==> src/rtl/tbst_pkg.sv <==
`timescale 1ns / 1ps
package tbst_pkg;
  localparam int TableEntries = 16;
  localparam int SlotW = $clog2(TableEntries);
  localparam logic [31:0] BlockSizeReset = 32'd65536;
  localparam logic [1:0] RegBlockSize = 2'd0;

  typedef enum logic [2:0] {
    CMD_INSERT = 3'd0,
    CMD_PULL   = 3'd1,
    CMD_QUERY  = 3'd2,
    CMD_SIZE   = 3'd3,
    CMD_REMOVE = 3'd4
  } cmd_t;

  typedef enum logic [1:0] {
    ST_OK        = 2'd0,
    ST_NOT_FOUND = 2'd1,
    ST_DUPLICATE = 2'd2,
    ST_FULL      = 2'd3
  } status_t;

  // One table entry as it is stored in the entry memory.
  typedef struct packed {
    logic [63:0] size;
    logic [63:0] block_count;
    logic [63:0] next_block;
    logic        done;
  } entry_t;

  localparam int EntryW = $bits(entry_t);

  // Result of the key lookup handed to the sequencer.
  typedef struct packed {
    logic             hit;
    logic [SlotW-1:0] hit_slot;
    logic             free;
    logic [SlotW-1:0] free_slot;
  } lookup_t;
endpackage

==> src/rtl/tbst_div.sv <==
`timescale 1ns / 1ps
module tbst_div import tbst_pkg::*; (
  input  logic        clk,
  input  logic        rst_n,
  input  logic        start,
  input  logic [63:0] dividend,
  input  logic [31:0] divisor,
  output logic        busy,
  output logic [63:0] count
);
  logic [63:0] quo_r;
  logic [32:0] rem_r;
  logic [31:0] dvs_r;
  logic [6:0]  cnt_r;
  logic [32:0] trial;
  logic [32:0] shifted;

  assign shifted = {rem_r[31:0], quo_r[63]};
  assign trial = shifted - {1'b0, dvs_r};
  assign busy = cnt_r != 7'd0;
  assign count = (dvs_r == 32'd0) ? 64'd0 : quo_r + {63'd0, rem_r != 33'd0};

  always_ff @(posedge clk) begin
    if (!rst_n) begin
      cnt_r <= '0;
    end else if (start) begin
      cnt_r <= 7'd64;
    end else if (busy) begin
      cnt_r <= cnt_r - 7'd1;
    end
  end

  always_ff @(posedge clk) begin
    if (start) begin
      quo_r <= dividend;
      rem_r <= '0;
      dvs_r <= divisor;
    end else if (busy) begin
      if (!trial[32]) begin
        rem_r <= trial;
        quo_r <= {quo_r[62:0], 1'b1};
      end else begin
        rem_r <= shifted;
        quo_r <= {quo_r[62:0], 1'b0};
      end
    end
  end
endmodule

==> config.mk <==
export PLATFORM = sky130hd
export DESIGN_NAME = tbst_div
export DESIGN_NICKNAME = d
export VERILOG_FILES = /design/src/rtl/tbst_pkg.sv /design/src/rtl/tbst_div.sv
export SDC_FILE = /design/constraint.sdc
export NUM_CORES = 1
export LEC_CHECK = 0
export ABC_AREA = 1
export CORE_ASPECT_RATIO = 1.75
export CORE_MARGIN = 2
export CORE_UTILIZATION = 40
export DETAILED_ROUTE_END_ITERATION = 8
export DONT_BUFFER_PORTS = 1
export PLACE_DENSITY_LB_ADDON = 0.2
export RECOVER_POWER = 25
export SLEW_MARGIN = 10
export SYNTH_ARGS = -nofsm -noshare
export SYNTH_HDL_FRONTEND = slang
export SYNTH_SLANG_ARGS = --single-unit
export TNS_END_PERCENT = 1
==> constraint.sdc <==
create_clock -name clk -period 8.4 [get_ports clk]
set_input_delay 2.52 -clock clk [delete_from_list [all_inputs] [get_ports clk]]
set_output_delay 2.52 -clock clk [all_outputs]
set_load 0.01 [all_outputs]
# Word-level counts from Yosys, hierarchy flattened
# Cells that the tools add are included.
[totals]
input_bits = 99
regBits = 136
[op_classes]
n_addsub = 3
n_reduce_logical = 5
bitwise_logic = 1
muxes = 7
[ops]
columns = ["operator", "count"]
rows = [
  ["$mux 64", 3],
  ["$add 64x1->64", 1],
  ["$mux 33", 1],
  ["$reduce_bool 33->1", 1],
  ["$sub 33x32->33", 1],
  ["$logic_not 32->1", 1],
  ["$mux 7", 2],
  ["$reduce_bool 7->1", 1],
  ["$sub 7x1->7 const B", 1],
  ["$reduce_bool 2->1", 1],
  ["$reduce_or 2->1", 1],
  ["$mux 1", 1],
  ["$not 1->1", 1],
]

# Depth between registers and ports, before layout
[depth]
depth_word = 4
mapped_depth = 20
ltp_nobuf = 18

# Least setup slack after synthesis
# OpenSTA, ideal clock, no wires.
[synth_path]
path_kind = "input -> register"
start = "in start"
end = "reg quo_r[0], enable pin"
setup_slack_ns = 3.474
path_buffers = 2
required_time_ns = 7.976
t_arrival_ns = 4.503
cell_stages = 4
cell_sequence = "clkbuf_1 -> inv_1 -> clkbuf_1 -> nand2_1"
[synth_via]
elab_chain_len = 1
[synth_rtl]
columns = ["item", "line", "text"]
rows = [
  ["start, declared", "tbst_div.sv:5", "input logic start,"],
  ["$reduce_bool 2->1 (no line)", "--", ""],
  ["end signal, assigned", "tbst_div.sv:35", "quo_r <= dividend;"],
  ["end signal, assigned", "tbst_div.sv:41", "quo_r <= {quo_r[62:0], 1'b1};"],
  ["end signal, assigned", "tbst_div.sv:44", "quo_r <= {quo_r[62:0], 1'b0};"],
  ["end, declared", "tbst_div.sv:11", "logic [63:0] quo_r;"],
]
# No other way between the ends.
# A chain may end at the register's enable or synchronous reset.

# Final worst setup path
[layout_path]
start = "reg rem_r[20]"
end = "out count[57]"
[layout_via]
elab_chain_len = 3
[layout_rtl]
columns = ["item", "line", "text"]
rows = [
  ["start, declared", "tbst_div.sv:12", "logic [32:0] rem_r;"],
  ["start signal, assigned", "tbst_div.sv:40", "rem_r <= trial;"],
  ["start signal, assigned", "tbst_div.sv:43", "rem_r <= shifted;"],
  ["$reduce_bool 33->1", "tbst_div.sv:21", "assign count = (dvs_r == 32'd0) ? 64'd0 : quo_r + {63'd0, rem_r != 33'd0};"],
  ["$add 64x1->64", "tbst_div.sv:21", ""],
  ["$mux 64", "tbst_div.sv:21", ""],
  ["end, declared", "tbst_div.sv:9", "output logic [63:0] count"],
]
# No other way between the ends.

==> flow_summary.yaml <==
power:
  p_seq_share_pct: 31.4
  swShare_pct: 46.1
  power_frac_comb_pct: 46.0
  clkPwrFrac_pct: 22.6
  ir_drop_v: 0.000193
  p_per_area_nw_per_um2: 327
  p_switching_mw: 1.67
  p_leak_nw: 5.09
  p_int_mw: 1.95
clock_tree:
  cts_tree: "built"
  clockBufferDepth: 2
  clockRootBuffer: "clkbuf_16"
  insertion_delay_ns: 0.46
  cts.sinks: 136
  cts_htree_levels: 4
  cts.reportedPaths.clkPinSlew_ns: 0.06
  cts_buffers: 17
  cts-hold-fix-buffers: 0
  cts_resized: 0
  post_cts_buffers: 0
floorplanning:
  core_area_sq_um: 25100
  dieArea_sq_um: 26700
  rows: 77
  initial_core_util_pct: 40.4
  ioPinCount: 164
  die_w_um: 124
  die_h_um: 215
global_routing:
  grt_pass1_wl_mm: 53.7
  use_met3_pct: 3.91
  busiest_layer: "met2"
  antenna_found_initial: 0
  gr-usage-all-layers_pct: 26.5
  grt_max_degree: 154
  grt_overflow: 0
  use_met2_pct: 51.9
  grt_pass1_vias: 9636
  grt_use_met1_pct: 24.4
placed_design:
  dp_hpwl_mm: 28.1
  portBuffers: 0
  place_congestion: 0.997
  place_ws_ns: 2.90
setup_path:
  critPathBufInv: 1
  cpMaxStageDelayCell: "nor4_1"
  cp.required_ns: 5.88
  critPathKind: "register to primary output"
  crit_arrival_ns: 3.45
  cp_top_family: "simple AND/OR/NAND/NOR gates"
  crit_path_cell_trace: "nor4_1 > nand4_1 > or3_1 > ha_1 > nand2_1 > inv_1 > nand2_1 > nor2_1 > nand2_1 > nor2_2 > nand3_1 > nor2_1 > nor2_1"
  cp_slowest_stage_delay_ns: 0.50
  cp-start-kind: "register"
  end_kind: "primary output"
  cp_max_fo: 6
final_layout:
  nets: 1646
  drive_above_1_share_pct: 4.66
  multi_input_area_sq_um: 5420
  diodes: 0
  syn2layout_area_growth_pct: 9.07
  seq_area_sq_um: 3680
  fillers: 2671
synthesis:
  syn-cell-area_sq_um: 10200
  yosys_warnings: 0
  ys_ff_latch: 136
  synthDistinctLibCells: 36
  ys_seq_area_share_pct: 36.2
  syn_area_per_cell_sq_um: 6.68
  syn_nets: 1658
  synthCells: 1522
timing:
  setup_violations: 0
  layout_min_cycle_time_ns: 5.97
  skew_ns: 0.0165
  final-hold-violation-count: 0
  slew_violations: 0
  worst_slack_ns: 2.43
  period_share_pct: 71.1
  worst_pin_slew_ns: 1.02
  timing.fmax_mhz: 168
  tns_ns: 0
  slew_headroom_pct: 31.8
  rsz0062_at_grt: "false"
detailed_routing:
  vias: 9821
  initialDrtViolationCount: 644
  drt_pass1_iterations: 5
  drtAntennaViolNets: 0
  viasPerCell: 5.34
  routed_wl_mm: 35.4
  drc: 0
  routedWlPerCell_um: 19.3
run:
  max_cap_violations: 0
status:
  status: "completed"
hold_path:
  min_path_type: "register to register"
[path summary, 6_finish.rpt]
| check | from | cells after the start | endpoint | slack [ns] |
|---|---|---|---|---|
| worst max-delay path | rem_r[20] | 13 | count[57] | 2.43 |
| worst min-delay path | cnt_r[3] | 2 | cnt_r[3] | 0.48 |
| worst max register to register | quo_r[63] | 17 | rem_r[0] | 4.02 |
| worst min register to register | cnt_r[3] | 2 | cnt_r[3] | 0.48 |
[Yosys cell counts]
| master | number | area [sq um] |
|---|---|---|
| nand2_1 | 436 | 1640 |
| inv_1 | 237 | 890 |
| nor2_1 | 187 | 702 |
| o21ai_0 | 98 | 490 |
| edfxtp_1 | 96 | 2880 |
| a21oi_1 | 87 | 435 |
| nand3_1 | 66 | 330 |
| nor3_1 | 52 | 260 |
| dfxtp_1 | 40 | 801 |
| xor2_1 | 40 | 350 |
| ha_1 | 36 | 450 |
| clkbuf_1 | 27 | 101 |
| nand4_1 | 27 | 169 |
| nor4_1 | 14 | 87.6 |
| inv_2 | 9 | 33.8 |
| xnor2_1 | 9 | 78.8 |
| buf_2 | 8 | 40.0 |
| nand3b_1 | 8 | 60.1 |
| nor3_2 | 7 | 70.1 |
| and2_1 | 6 | 37.5 |
| nand2_2 | 5 | 31.3 |
| nor2_4 | 5 | 56.3 |
| a211oi_1 | 3 | 22.5 |
| or2_2 | 3 | 18.8 |
| a21o_1 | 2 | 15.0 |
| nor2_2 | 2 | 12.5 |
| o21ai_1 | 2 | 10.0 |
| o21bai_1 | 2 | 15.0 |
| a31oi_1 | 1 | 6.26 |
| buf_1 | 1 | 3.75 |
| fa_1 | 1 | 20.0 |
| nand3_2 | 1 | 10.0 |
| nor3b_1 | 1 | 7.51 |
| nor3b_2 | 1 | 12.5 |
| or2_4 | 1 | 8.76 |
| or3_1 | 1 | 6.26 |
[power by group through the flow]
stage	clock [mW]	combinational, mW	sequential [mW]
2_1_floorplan	0	1.24	1.08
3_3_place_gp	0	1.65	1.14
3_5_place_dp	0	1.66	1.14
4_1_cts	0.835	1.67	1.13
5_1_grt	0.860	1.88	1.16
6_report	0.819	1.67	1.14
[logic make-up (layout without fill, tap and decap cells)]
| logic type | count (synthesis) | in the layout | share of synthesized area (%) |
|---|---|---|---|
| compound gates | 195 | 195 | 9.79 |
| xor+xnor | 49 | 49 | 4.22 |
| fa+ha+maj | 37 | 37 | 4.63 |
| buf+inv | 282 | 283 | 10.5 |
| flops | 136 | 136 | 36.2 |
| simple gates | 823 | 823 | 34.6 |
[per-stage QoR]
| stage | util, % | power [mW] | hold WS [ns] | instance area, sq um | instances |
|---|---|---|---|---|---|
| 2_1_floorplan | - | 2.32 | 0.448 | 10200 | 1522 |
| 3_3_place_gp | 41.6 | 2.79 | 0.466 | 10500 | 1807 |
| 3_5_place_dp | 41.6 | 2.80 | 0.476 | 10500 | 1807 |
| 4_1_cts | 44.1 | 3.64 | 0.484 | 11100 | 1839 |
| 5_1_grt | 44.1 | 3.90 | 0.511 | 11100 | 1839 |
| 6_report | 44.1 | 3.62 | 0.483 | 11100 | 1839 |
[placed cells by master (no fill, tap or decap), types with 2 or more instances in the layout]
master / synthesis / layout
buf_4: 0 / 5
xnor2_1: 9 / 9
inv_1: 237 / 237
nand4_1: 27 / 27
clkinvlp_4: 0 / 3
nand3b_1: 8 / 8
or2_2: 3 / 3
edfxtp_1: 96 / 96
nor2_1: 187 / 187
a211oi_1: 3 / 3
nand2_1: 436 / 435
inv_2: 9 / 9
and2_1: 6 / 6
dfxtp_1: 40 / 40
ha_1: 36 / 36
a21o_1: 2 / 2
o21ai_0: 98 / 98
clkbuf_16: 0 / 17
clkinv_2: 0 / 2
nor4_1: 14 / 14
nor2_4: 5 / 5
nand3_1: 66 / 66
o21ai_1: 2 / 2
nand2_2: 5 / 6
a21oi_1: 87 / 87
clkinv_4: 0 / 3
inv_6: 0 / 2
bufinv_16: 0 / 4
nor2_2: 2 / 2
xor2_1: 40 / 40
o21bai_1: 2 / 2
nor3_1: 52 / 52
nor3_2: 7 / 6
[layer usage]
layer / up-vias / share of wire [%]
met1: 4511 / 34
met3: 104 / 3.8
li1: 4863 / -
met2: 343 / 55
met4: 0 / 7.3
met5: - / 0
[sequential cells by signal, summed over array words and instances (netlist names)]
register and cells:
quo_r 64, dvs_r 32, rem_r 33, cnt_r 7
[area by class of cell]
| class | count | area share, % |
|---|---|---|
| Multi-Input combinational cell | 1104 | 48.9 |
| Clock inverter | 15 | 1.81 |
| Timing Repair Buffer | 5 | 0.339 |
| Sequential cell | 136 | 33.2 |
| Clock buffer | 17 | 3.84 |
| Inverter | 246 | 8.33 |
| Tap cell | 316 | 3.57 |
[worst register-to-register path, stage by stage, from the launching register on]
cell and delay [ns]:
edfxtp_1 0.40, inv_1 0.12, ha_1 0.20, fa_1 0.23, inv_1 0.07, nand3_1 0.07
nand3_1 0.14, nand3_1 0.10, nand3_1 0.27, nand2_1 0.18, nand2_1 0.08, nand2_1 0.09
nand3_1 0.08, ha_1 0.96, inv_1 0.48, buf_4 0.37, a211oi_1 0.31, a211oi_1 0.07
Power figures use the tool's default switching activity.
