### src/rtl/tbst_ram.sv
`timescale 1ns / 1ps
module tbst_ram #(
  parameter int Width = 8,
  parameter int Depth = 16
) (
  input  logic                     clk,
  input  logic                     we,
  input  logic [$clog2(Depth)-1:0] waddr,
  input  logic [Width-1:0]         wdata,
  input  logic [$clog2(Depth)-1:0] raddr,
  output logic [Width-1:0]         rdata
);
  logic [Width-1:0] mem [Depth];

  always_ff @(posedge clk) begin
    if (we) begin
      mem[waddr] <= wdata;
    end
    rdata <= mem[raddr];
  end
endmodule

### config.mk
export PLATFORM = sky130hd
export DESIGN_NAME = tbst_ram
export DESIGN_NICKNAME = d
export VERILOG_FILES = /design/src/rtl/tbst_ram.sv
export SDC_FILE = /design/constraint.sdc
export NUM_CORES = 1
export LEC_CHECK = 0
export BUFFER_PORTS_ARGS = -buffer_cell sky130_fd_sc_hd__buf_2
export CORE_MARGIN = 3
export CORE_UTILIZATION = 42
export CTS_CLUSTER_DIAMETER = 50
export DETAILED_ROUTE_END_ITERATION = 10
export MAX_ROUTING_LAYER = met4
export PLACE_DENSITY = 0.68
export SLEW_MARGIN = 20
export SYNTH_ARGS = -nofsm -noshare
export SYNTH_HDL_FRONTEND = slang
export SYNTH_SLANG_ARGS = --single-unit
### constraint.sdc
create_clock -name clk -period 1.6 [get_ports clk]
set_input_delay 0.08 -clock clk [delete_from_list [all_inputs] [get_ports clk]]
set_output_delay 0.08 -clock clk [all_outputs]
set_load 0.05 [all_outputs]
### Word-level counts from Yosys, hierarchy flattened

Memories as Yosys holds them, arrays and structs flattened. A register that Yosys moved wholly into a read port is not among the register bits.
Cells that the tools add are included.

| storage, ports and cells | value |
|---|---|
| register bits after elaboration | 0 |
| bits in writable memories | 128 |
| input port bits | 18 |
| logic and storage cells | 3 |
| memories kept | 1 |

Memory list:

| memory | words | bits a word | rd ports | clocked after memory_dff | write ports | line | source |
|---|---|---|---|---|---|---|---|
| mem | 16 | 8 | 1 | 1 | 1 | 13 | `logic [Width-1:0] mem [Depth];` |

| cells by class | value |
|---|---|
| muxes and demuxes | 2 |

Operators by type and width:

| kind | count |
|---|---|
| two-way mux 1 bit | 2 |

### Longest topological paths before layout

Gate-level depths: netlist of the first run.

| depth | value |
|---|---|
| depth after elaboration | 2 |
| gate-level depth with buffers | 5 |
| gate-level depth less buffers | 3 |

### Least setup slack after synthesis of the first run

OpenSTA, ideal clock, no wires.

| path | value |
|---|---|
| kind | input-to-reg |
| start point | input waddr[2] |
| end point | memory mem[0][0], enable pin |
| setup time | 383 ps |
| arrival time | 1190 ps |
| data required time | 1217 ps |
| path slack | 27 ps |
| cell stages on the path | 2 |
| buffers on the path | 0 |
| path through | or3b_2 nor3_1 |

RTL lines:

| item | line | source |
|---|---|---|
| start, declared | 8 | `input logic [$clog2(Depth)-1:0] waddr,` |
| end, declared | 13 |  |

Straight into the memory's write port.

==> results.md, run 1 <==
* Synth cell types at 19
* First-pass GRT wire length at 15,700 um
* Worst reg2reg endpoint: rdata[3]$_DFF_P_
* Final Wtd Congestion at 0.715
* Routed wire length at 10,400 um
* Final setup fails at 0
* Clock Latency Late Sink at 0.41 ns
* Setup TNS at 0 ns
* Hpwl dp at 6560 um
* Synthesis-stage register bit count at 136
* R2R depth at 3
* Peak supply drop at 776 uV
* Die height at 117 um
* Hold Crit Class: in -> reg
* Initial antenna violation count at 0
* Layout area overhead at 20.2%
* Layout cells sized above 1 at 33.1%
* Vias in the first global route at 2,473
* Final critical-path share of the clock period at 89.4%
* Setup ws final at 0.170 ns
* Setup bufs post-CTS at 0
* Outcome: finished, final reports clean
* Chip width at 117 um
* Lkg Pwr at 2.12 nW
* Startpoint types: register
* Worst EP arrival at 1.72 ns
* Cells on Worst Hold Path at 1
* Synth Cell Area at 5150 sq um
* Post-DRT Antenna Nets at 0
* Avg Vias per Cell at 5.67
* WS Path Type: reg -> reg
* Clk_skew at 0.00773 ns
* Worst Tran Pin Value at 0.400 ns
* Fin cells at 442
* Total global routing overflow at 0
* DR pass1 iterations at 4
* Worst slew margin at 73.3%
* Max-cap viol count at 0
* CP endpoint kind: register
* Syn Inst Count at 229
* Critical Path RT at 1.89 ns
* DP Worst Slack at -0.0401 ns
* Fin nets at 304
* Post-CTS Resized at 0
* Largest net degree at the start of global routing at 33
* Via Count at 2,507
* Max clock buf depth at 2
* Minimum clock period at 1.43 ns
* Final slew viol count at 0
* Clock sinks at 136
* Worst R2R Setup Slack at 0.17 ns
* Filler Cell Count at 901
* Fmax at 699 MHz
* Crit path max fanout at 1
* Syn nets at 247
* Post-DR wirelength/cell at 23.5 um
* Reg clk slew, reported paths at 0.06 ns
* RSZ-0062 raised after global routing: no
* Buffers added on ports at 25
* Syn. warnings at 0
* Most used DFF post-synth: edfxtp_1
* Post-CTS Hold Fix Bufs at 0
* Synthesized area per cell at 22.5 sq um
* Hold_sp: wdata[1]
* Initial Util at 44.0%
* Asr flop ratio synth at 0%
* Max incr delay on CP at 0.56 ns
* DIE AREA at 13,600 sq um
* Number of CTS-inserted buffers at 17
* R2r startpoint: mem[1][3]$_DFFE_PP_
* Post-synth EDFFs at 128
* Hold path endpoint: mem[11][1]$_DFFE_PP_
* Root buf cell: clkbuf_16
* ANT cells at 0
* I/O pin count at 26
* Final hold violation count at 0
* Cell Chain, Critical Path: mux4_1, a22oi_1, nand2_1
* Slowest cell on crit path: mux4_1
* CTS tree: done
* Inst Count DP at 410
* Drt initial violations at 218
* Drt drc at 0
* Final core utilization at 52.9%
* Core Region at 11,700 sq um
* Seq/Total Area, Yosys at 77.8%
* Most frequent cells in the layout: 128 x edfxtp_1, 25 x buf_2, 21 x buf_4
* Global Route Usage Sum at 17.3%
* Power, Total at 8.53 mW
* Pwr Density at 1380 nW/um^2
* Site Rows at 39
* H-tree Lvls at 4
* Commonest non-fill, non-tap cell in the layout: edfxtp_1
-- sequential cells by signal (all words and copies together), names as in the netlist --
name	cells
mem	128
rdata	8
-- metal layers --
layer,wire length [um],vias to the layer above,share of wire [%],GRT usage [%]
li1,-,1089,-,-
met3,580,14,5.6,3.94
met5,0,-,0,-
met2,4860,94,47,23.7
met1,4760,1310,46,25.2
met4,183,0,1.8,6.88
-- synth_stat cells, types with 2 or more instances --
library cell     number  share of area, %
edfxtp_1            128                75
nand2_1               9              0.66
nand2b_1              2              0.24
a22oi_1              16               2.3
clkdlybuf4s25_2       3              0.58
mux4_2               18               7.9
buf_2                 3              0.29
nor2_1               13              0.95
mux4_1               14               7.1
dfxtp_1               8               3.1
nand3b_1              2              0.29
nor3_1                4              0.39
buf_6                 3              0.66
-- worst max-delay path: cells and delay by family, from the launching register on --
kind,cells,cell delay [ns]
multiplexers,1,0.56
flip-flops,1,0.37
AO/OA/AOI/OAI,1,0.31
AND/OR/NAND/NOR,1,0.08
-- area by class of cell --
type | instances | area (sq um) | share of cell area (%)
Timing Repair Buffer | 48 | 323 | 5.22
Clock inverter | 15 | 201 | 3.25
Multi-Input combinational cell | 83 | 1060 | 17.1
Clock buffer | 17 | 425 | 6.87
Sequential cell | 136 | 4000 | 64.7
Tap cell | 143 | 179 | 2.89
-- where the power goes --
| group | total, mW | switching [mW] | internal, mW |
|---|---|---|---|
| Clock | 4.05 | 1.44 | 2.61 |
| Sequential | 4.01 | 0.0269 | 3.98 |
| Combinational | 0.469 | 0.301 | 0.168 |
| Total | 8.53 | 1.76 | 6.76 |
-- how the worst max path moves through the flow --
stage / start / to / slack (ns) / cells after the start
6_report: mem[1][3]$_DFFE_PP_ / rdata[3]$_DFF_P_ / 0.17 / 3
5_1_grt: mem[4][1]$_DFFE_PP_ / rdata[1]$_DFF_P_ / 0.13 / 3
4_1_cts: mem[1][3]$_DFFE_PP_ / rdata[3]$_DFF_P_ / 0.18 / 3
3_5_place_dp: raddr[0] / rdata[3]$_DFF_P_ / -0.04 / 5
3_3_place_gp: raddr[0] / rdata[3]$_DFF_P_ / 0.0002 / 5
2_1_floorplan: waddr[2] / mem[0][0]$_DFFE_PP_ / 0.03 / 2
-- cells by family (layout without fill, tap and decap cells) --
| logic type | count (synthesis) | in the layout | share of synthesized area (%) |
|---|---|---|---|
| multiplexers | 32 | 32 | 15.0 |
| AO/OA/AOI/OAI | 16 | 16 | 2.33 |
| AND/OR/NAND/NOR | 35 | 35 | 3.18 |
| buffers and inverters | 10 | 80 | 1.68 |
| flip-flops | 136 | 136 | 77.8 |
-- through the flow --
| stage | hold slack [ns] | area [sq um] |
|---|---|---|
| global placement | 0.468 | 5560 |
| global route | 0.0772 | 6190 |
| detailed placement | 0.485 | 5560 |
| finish | 0.0759 | 6190 |
| CTS | 0.0597 | 6190 |
| floorplan | 0.179 | 5150 |
Power figures use the tool's default switching activity.
==> run 2, diff against run 1 <==
ABC_AREA = 1   (was not set)
==> results.md, run 2 <==
* Outcome: finished, final reports clean (unchanged)
* Top delay family on crit path: flip-flops (was multiplexers)
* CP Buf/Inv Count at 1 (was 0)
* Post-DR wirelength/cell at 16.4 um (was 23.5 um)
* Post-CTS Hold Fix Bufs at 0 (unchanged)
* Root buf cell: clkbuf_16 (unchanged)
* Post-synth EDFFs at 128 (unchanged)
* Layout area overhead at 17.4% (was 20.2%)
* Clock sinks at 136 (unchanged)
* Drt drc at 0 (unchanged)
* Routed wire length at 12,800 um (was 10,400 um)
* Setup bufs post-CTS at 0 (unchanged)
* DR pass1 iterations at 5 (was 4)
* I/O pin count at 26 (unchanged)
* Final slew viol count at 0 (unchanged)
* Most instantiated cells after synthesis: 173 x nand2_1, 128 x edfxtp_1, 100 x inv_1 (was 128 x edfxtp_1, 18 x mux4_2, 16 x a22oi_1)
* Final setup fails at 0 (unchanged)
* DIE AREA at 15,200 sq um (was 13,600 sq um)
* RSZ-0062 raised after global routing: no (unchanged)
* Worst slew margin at 65.9% (was 73.3%)
* Lkg Pwr at 2.94 nW (was 2.12 nW)
* Initial Util at 43.2% (was 44.0%)
* CTS tree: done (unchanged)
* Synth Cell Area at 5770 sq um (was 5150 sq um)
* Max reg flops at 128 (unchanged)
* Largest register by flop count: mem (unchanged)
* Max clock buf depth at 2 (unchanged)
* Die height at 123 um (was 117 um)
* Syn Inst Count at 551 (was 229)
* Max-cap viol count at 0 (unchanged)
* Largest net degree at the start of global routing at 65 (was 33)
* Initial antenna violation count at 0 (unchanged)
* Top Registers: mem: 128 flops, rdata: 8 flops (unchanged)
* Vias in the first global route at 3,630 (was 2,473)
* H-tree Lvls at 4 (unchanged)
* Startpoint types: register (unchanged)
* Critical Path RT at 1.52 ns (was 1.89 ns)
* Worst EP arrival at 1.09 ns (was 1.72 ns)
* Yosys top cell by area: edfxtp_1 (unchanged)
* Hold Crit Class: in -> reg (unchanged)
* DP Worst Slack at 0.352 ns (was -0.0401 ns)
* WS Path Type: reg -> out (was reg -> reg)
* Max incr delay on CP at 0.38 ns (was 0.56 ns)
* Clk_skew at 0.00883 ns (was 0.00773 ns)
* Syn nets at 569 (was 247)
* First-pass GRT wire length at 20,100 um (was 15,700 um)
* Layout cells sized above 1 at 12.9% (was 33.1%)
* Top-area cell type share of the netlist area at 66.7% (was 74.7%)
* Clock Latency Late Sink at 0.42 ns (was 0.41 ns)
* Via Count at 3,802 (was 2,507)
* Synth cell types at 12 (was 19)
* Seq/Total Area, Yosys at 69.4% (was 77.8%)
* Fin nets at 611 (was 304)
* Post-CTS Resized at 0 (unchanged)
* CP endpoint kind: output port (was register)
* Commonest non-fill, non-tap cell in the layout: nand2_1 (was edfxtp_1)
* Site Rows at 42 (was 39)
* Worst Tran Pin Value at 0.511 ns (was 0.400 ns)
* Minimum clock period at 1.17 ns (was 1.43 ns)
* Buffers added on ports at 25 (unchanged)
* Slowest cell on crit path: dfxtp_1 (was mux4_1)
* Global Route Usage Sum at 18.7% (was 17.3%)
* Core Region at 13,300 sq um (was 11,700 sq um)
* Setup TNS at 0 ns (unchanged)
* Drt initial violations at 330 (was 218)
* Power, Total at 8.72 mW (was 8.53 mW)
* ANT cells at 0 (unchanged)
* Total global routing overflow at 0 (unchanged)
* Reg clk slew, reported paths at 0.06 ns (about the same)
* Final Wtd Congestion at 0.909 (was 0.715)
* Number of CTS-inserted buffers at 17 (unchanged)
* Chip width at 123 um (was 117 um)
* Post-DRT Antenna Nets at 0 (unchanged)
* Peak supply drop at 856 uV (was 776 uV)
* Syn. warnings at 0 (unchanged)
* Most common cell in the netlist: nand2_1 (was edfxtp_1)
* Most used DFF post-synth: edfxtp_1 (unchanged)
* Top post-synthesis cells by area: edfxtp_1 67%, nand2_1 11%, nand3_1 8.4%, inv_1 6.5%, dfxtp_1 2.8% (was edfxtp_1 75%, mux4_2 7.9%, mux4_1 7.1%, dfxtp_1 3.1%, a22oi_1 2.3%)
* Final critical-path share of the clock period at 72.9% (was 89.4%)
* Final hold violation count at 0 (unchanged)
* Pwr Density at 1290 nW/um^2 (was 1380 nW/um^2)
* Cell Chain, Critical Path: buf_2 (was mux4_1, a22oi_1, nand2_1)
* Most frequent cells in the layout: 173 x nand2_1, 128 x edfxtp_1, 100 x inv_1 (was 128 x edfxtp_1, 25 x buf_2, 21 x buf_4)
* Avg Vias per Cell at 4.86 (was 5.67)
* Asr flop ratio synth at 0% (unchanged)
* Synthesized area per cell at 10.5 sq um (was 22.5 sq um)
* Setup ws final at 0.434 ns (was 0.170 ns)
* Fmax at 857 MHz (was 699 MHz)
* Synthesis-stage register bit count at 136 (unchanged)
* Hpwl dp at 7860 um (was 6560 um)
* Crit path max fanout at 1 (unchanged)
-- run 2: cell types whose count changed in the layout (fill, tap and decap cells not counted), moves of 2 or more --
| cell | before | now |
|---|---|---|
| clkinv_4 | 3 | 1 |
| inv_6 | 2 | 0 |
| nor3_1 | 4 | 0 |
| clkinv_1 | 0 | 3 |
| nor2_1 | 13 | 17 |
| nand2_1 | 9 | 173 |
| inv_2 | 0 | 2 |
| mux4_1 | 14 | 0 |
| nand2b_1 | 2 | 0 |
| nand3_1 | 1 | 97 |
| inv_1 | 0 | 100 |
| a22oi_1 | 16 | 0 |
| mux4_2 | 18 | 0 |
-- run 2: layer usage --
layer | GRT usage (%) | up-vias | wire length, um
li1 | - | 1857 | -
met4 | 6.02 | 0 | 208
met1 | 24.0 | 1789 | 5520
met5 | - | - | 0
met3 | 4.67 | 19 | 767
met2 | 29.4 | 137 | 6290
-- run 2: worst paths after layout --
kind,startpoint,slack [ns],cells after the start,end
setup / recovery,rdata[0]$_DFF_P_,0.43,1,rdata[0]
hold / removal,raddr[3],0.03,3,rdata[1]$_DFF_P_
setup reg to reg,mem[0][2]$_DFFE_PP_,0.57,6,rdata[2]$_DFF_P_
hold reg to reg,mem[12][1]$_DFFE_PP_,0.67,6,rdata[1]$_DFF_P_
-- run 2: cell families after synthesis --
| group | Yosys count | synth area share (%) |
|---|---|---|
| buffers and inverters | 126 | 9.52 |
| flip-flops | 136 | 69.4 |
| AND/OR/NAND/NOR | 289 | 21.0 |
-- run 2: layout make-up --
cell class              count  area [sq um]
clock buffers              17           425
inverters                 102           383
flip-flops and latches    136          4000
repair buffers             47           315
multi-input cells         289          1210
well taps                 176           220
fillers                  1216          6580
clock inverters            15           208
-- run 2: metrics by stage --
stage	instances	hold slack [ns]	util, %	area [sq um]
2_1_floorplan	551	0.179	-	5770
3_3_place_gp	750	0.451	46.0	6140
3_5_place_dp	750	0.453	46.0	6140
4_1_cts	782	0.0167	50.7	6770
5_1_grt	782	0.0142	50.7	6770
6_report	782	0.0349	50.7	6770
-- run 2: report_power, final --
group	switching, mW	internal (mW)	total (mW)
combinational	0.413	0.147	0.560
sequential	0.0283	3.98	4.01
clock	1.41	2.74	4.15
==> run 3, diff against run 2 <==
PLACE_DENSITY = 0.66   (was 0.68)
clock period = 1.2 ns   (was 1.6 ns; I/O delays follow)
==> results.md, run 3 (same netlist as run 2, synthesis figures left out) <==
* Outcome: finished, final reports clean (unchanged)
* Post-DR wirelength/cell at 16.0 um (was 16.4 um)
* Hpwl dp at 7930 um (was 7860 um)
* ANT cells at 0 (unchanged)
* Final critical-path share of the clock period at 90.8%
* RSZ-0062 raised after global routing: no (unchanged)
* Largest register by flop count: mem (unchanged)
* Root buf cell: clkbuf_16 (unchanged)
* Max reg flops at 128 (unchanged)
* Lkg Pwr at 2.95 nW (was 2.94 nW)
* Max clock buf depth at 2 (unchanged)
* Final slew viol count at 0 (unchanged)
* Die height at 123 um (unchanged)
* Filler Cell Count at 1,160 (was 1,216)
* CTS tree: done (unchanged)
* Worst slew margin at 74.2% (was 65.9%)
* Drt drc at 0 (unchanged)
* Max-cap viol count at 0 (unchanged)
* Final core utilization at 50.7% (about the same)
* WS Path Type: reg -> out (unchanged)
* Avg Vias per Cell at 4.88 (was 4.86)
* H-tree Lvls at 4 (unchanged)
* Layout cells sized above 1 at 13.0% (was 12.9%)
* Hold Crit Class: in -> reg (unchanged)
* Pwr Density at 1640 nW/um^2 (was 1290 nW/um^2)
* Max incr delay on CP at 0.34 ns (was 0.38 ns)
* Worst R2R Setup Slack at 0.14 ns (was 0.57 ns)
* Via Count at 3,829 (was 3,802)
* Total global routing overflow at 0 (unchanged)
* Global Route Usage Sum at 18.3% (was 18.7%)
* Worst Tran Pin Value at 0.387 ns (was 0.511 ns)
* Critical Path RT at 1.14 ns (was 1.52 ns)
* Final setup fails at 0 (unchanged)
* Slowest cell on crit path: dfxtp_1 (unchanged)
* Chip width at 123 um (unchanged)
* Final Wtd Congestion at 0.861 (was 0.909)
* Setup bufs post-CTS at 0 (unchanged)
* CP endpoint kind: output port (unchanged)
* Top delay family on crit path: flip-flops (unchanged)
* Crit path max fanout at 1 (unchanged)
* Post-CTS Resized at 0 (unchanged)
* Routed wire length at 12,600 um (was 12,800 um)
* DIE AREA at 15,200 sq um (unchanged)
* Final hold violation count at 0 (unchanged)
* Fmax at 917 MHz
* Site Rows at 42 (unchanged)
* Buffers added on ports at 25 (unchanged)
* Top Registers: mem: 128 flops, rdata: 8 flops (unchanged)
* Minimum clock period at 1.09 ns
* DR pass1 iterations at 5 (unchanged)
* I/O pin count at 26 (unchanged)
* Post-DRT Antenna Nets at 0 (unchanged)
* Most frequent cells in the layout: 173 x nand2_1, 128 x edfxtp_1, 100 x inv_1 (unchanged)
* Fin nets at 615 (was 611)
* Initial Util at 43.2% (unchanged)
* Worst EP arrival at 1.03 ns (was 1.09 ns)
* Cell Chain, Critical Path: buf_2 (unchanged)
* Post-CTS Hold Fix Bufs at 0 (unchanged)
* Peak supply drop at 912 uV (was 856 uV)
* Largest net degree at the start of global routing at 65 (unchanged)
* Number of CTS-inserted buffers at 17 (unchanged)
* Clk_skew at 0.00406 ns (was 0.00883 ns)
* Layout area overhead at 17.4% (about the same)
* Startpoint types: register (unchanged)
* Core Region at 13,300 sq um (unchanged)
* First-pass GRT wire length at 19,900 um (was 20,100 um)
* Commonest non-fill, non-tap cell in the layout: nand2_1 (unchanged)
* Vias in the first global route at 3,686 (was 3,630)
* Drt initial violations at 394 (was 330)
* CP Buf/Inv Count at 1 (unchanged)
* Clock Latency Late Sink at 0.41 ns (was 0.42 ns)
* Reg clk slew, reported paths at 0.05 ns (was 0.06 ns)
* Clock sinks at 136 (unchanged)
* Setup TNS at 0 ns (unchanged)
* Initial antenna violation count at 0 (unchanged)
==> run 3: worst paths after layout <==
check                        from                to  cells after the start
min reg2reg  mem[12][1]$_DFFE_PP_  rdata[1]$_DFF_P_                      6
max              rdata[3]$_DFF_P_          rdata[3]                      1
max reg2reg   mem[1][7]$_DFFE_PP_  rdata[7]$_DFF_P_                      6
min                      raddr[3]  rdata[3]$_DFF_P_                      3
==> run 3: metal layers <==
layer,wire (um),part of all wire [%],vias up,GRT usage [%]
met5,0,0,-,-
met3,791,6.3,16,3.80
met1,5240,42,1795,23.6
met4,291,2.3,0,6.64
li1,-,-,1865,-
met2,6220,50,153,28.8
==> run 3: power by group <==
| part | internal (mW) | switching (mW) |
|---|---|---|
| Clock | 3.21 | 1.77 |
| Combinational | 0.219 | 0.554 |
| Sequential | 5.31 | 0.0298 |
==> run 3: layout make-up <==
type	count	area, sq um	share of cell area (%)
flip-flops and latches	136	4000	59.1
multi-input cells	289	1210	17.9
clock buffers	19	433	6.39
repair buffers	51	383	5.66
inverters	102	383	5.66
well taps	176	220	3.25
clock inverters	12	134	1.98
==> run 3: metrics by stage <==
stage	setup slack [ns]	cell area, sq um	cells	total power [mW]	hold slack, ns
finish	0.110	6770	785	11.1	0.0173
global route	0.0686	6770	785	11.5	0.0213
CTS	0.0909	6770	785	11.2	0.0139
detailed placement	0.0183	6200	754	6.21	0.434
global placement	0.0396	6200	754	6.20	0.421
floorplan	0.189	5770	551	5.92	0.159
==> run 3: worst reg2reg max path: cells and delay by family, from the launching register on <==
family | cells | cell delay [ns]
simple gates | 5 | 0.52
buf+inv | 1 | 0.06
flops | 1 | 0.36
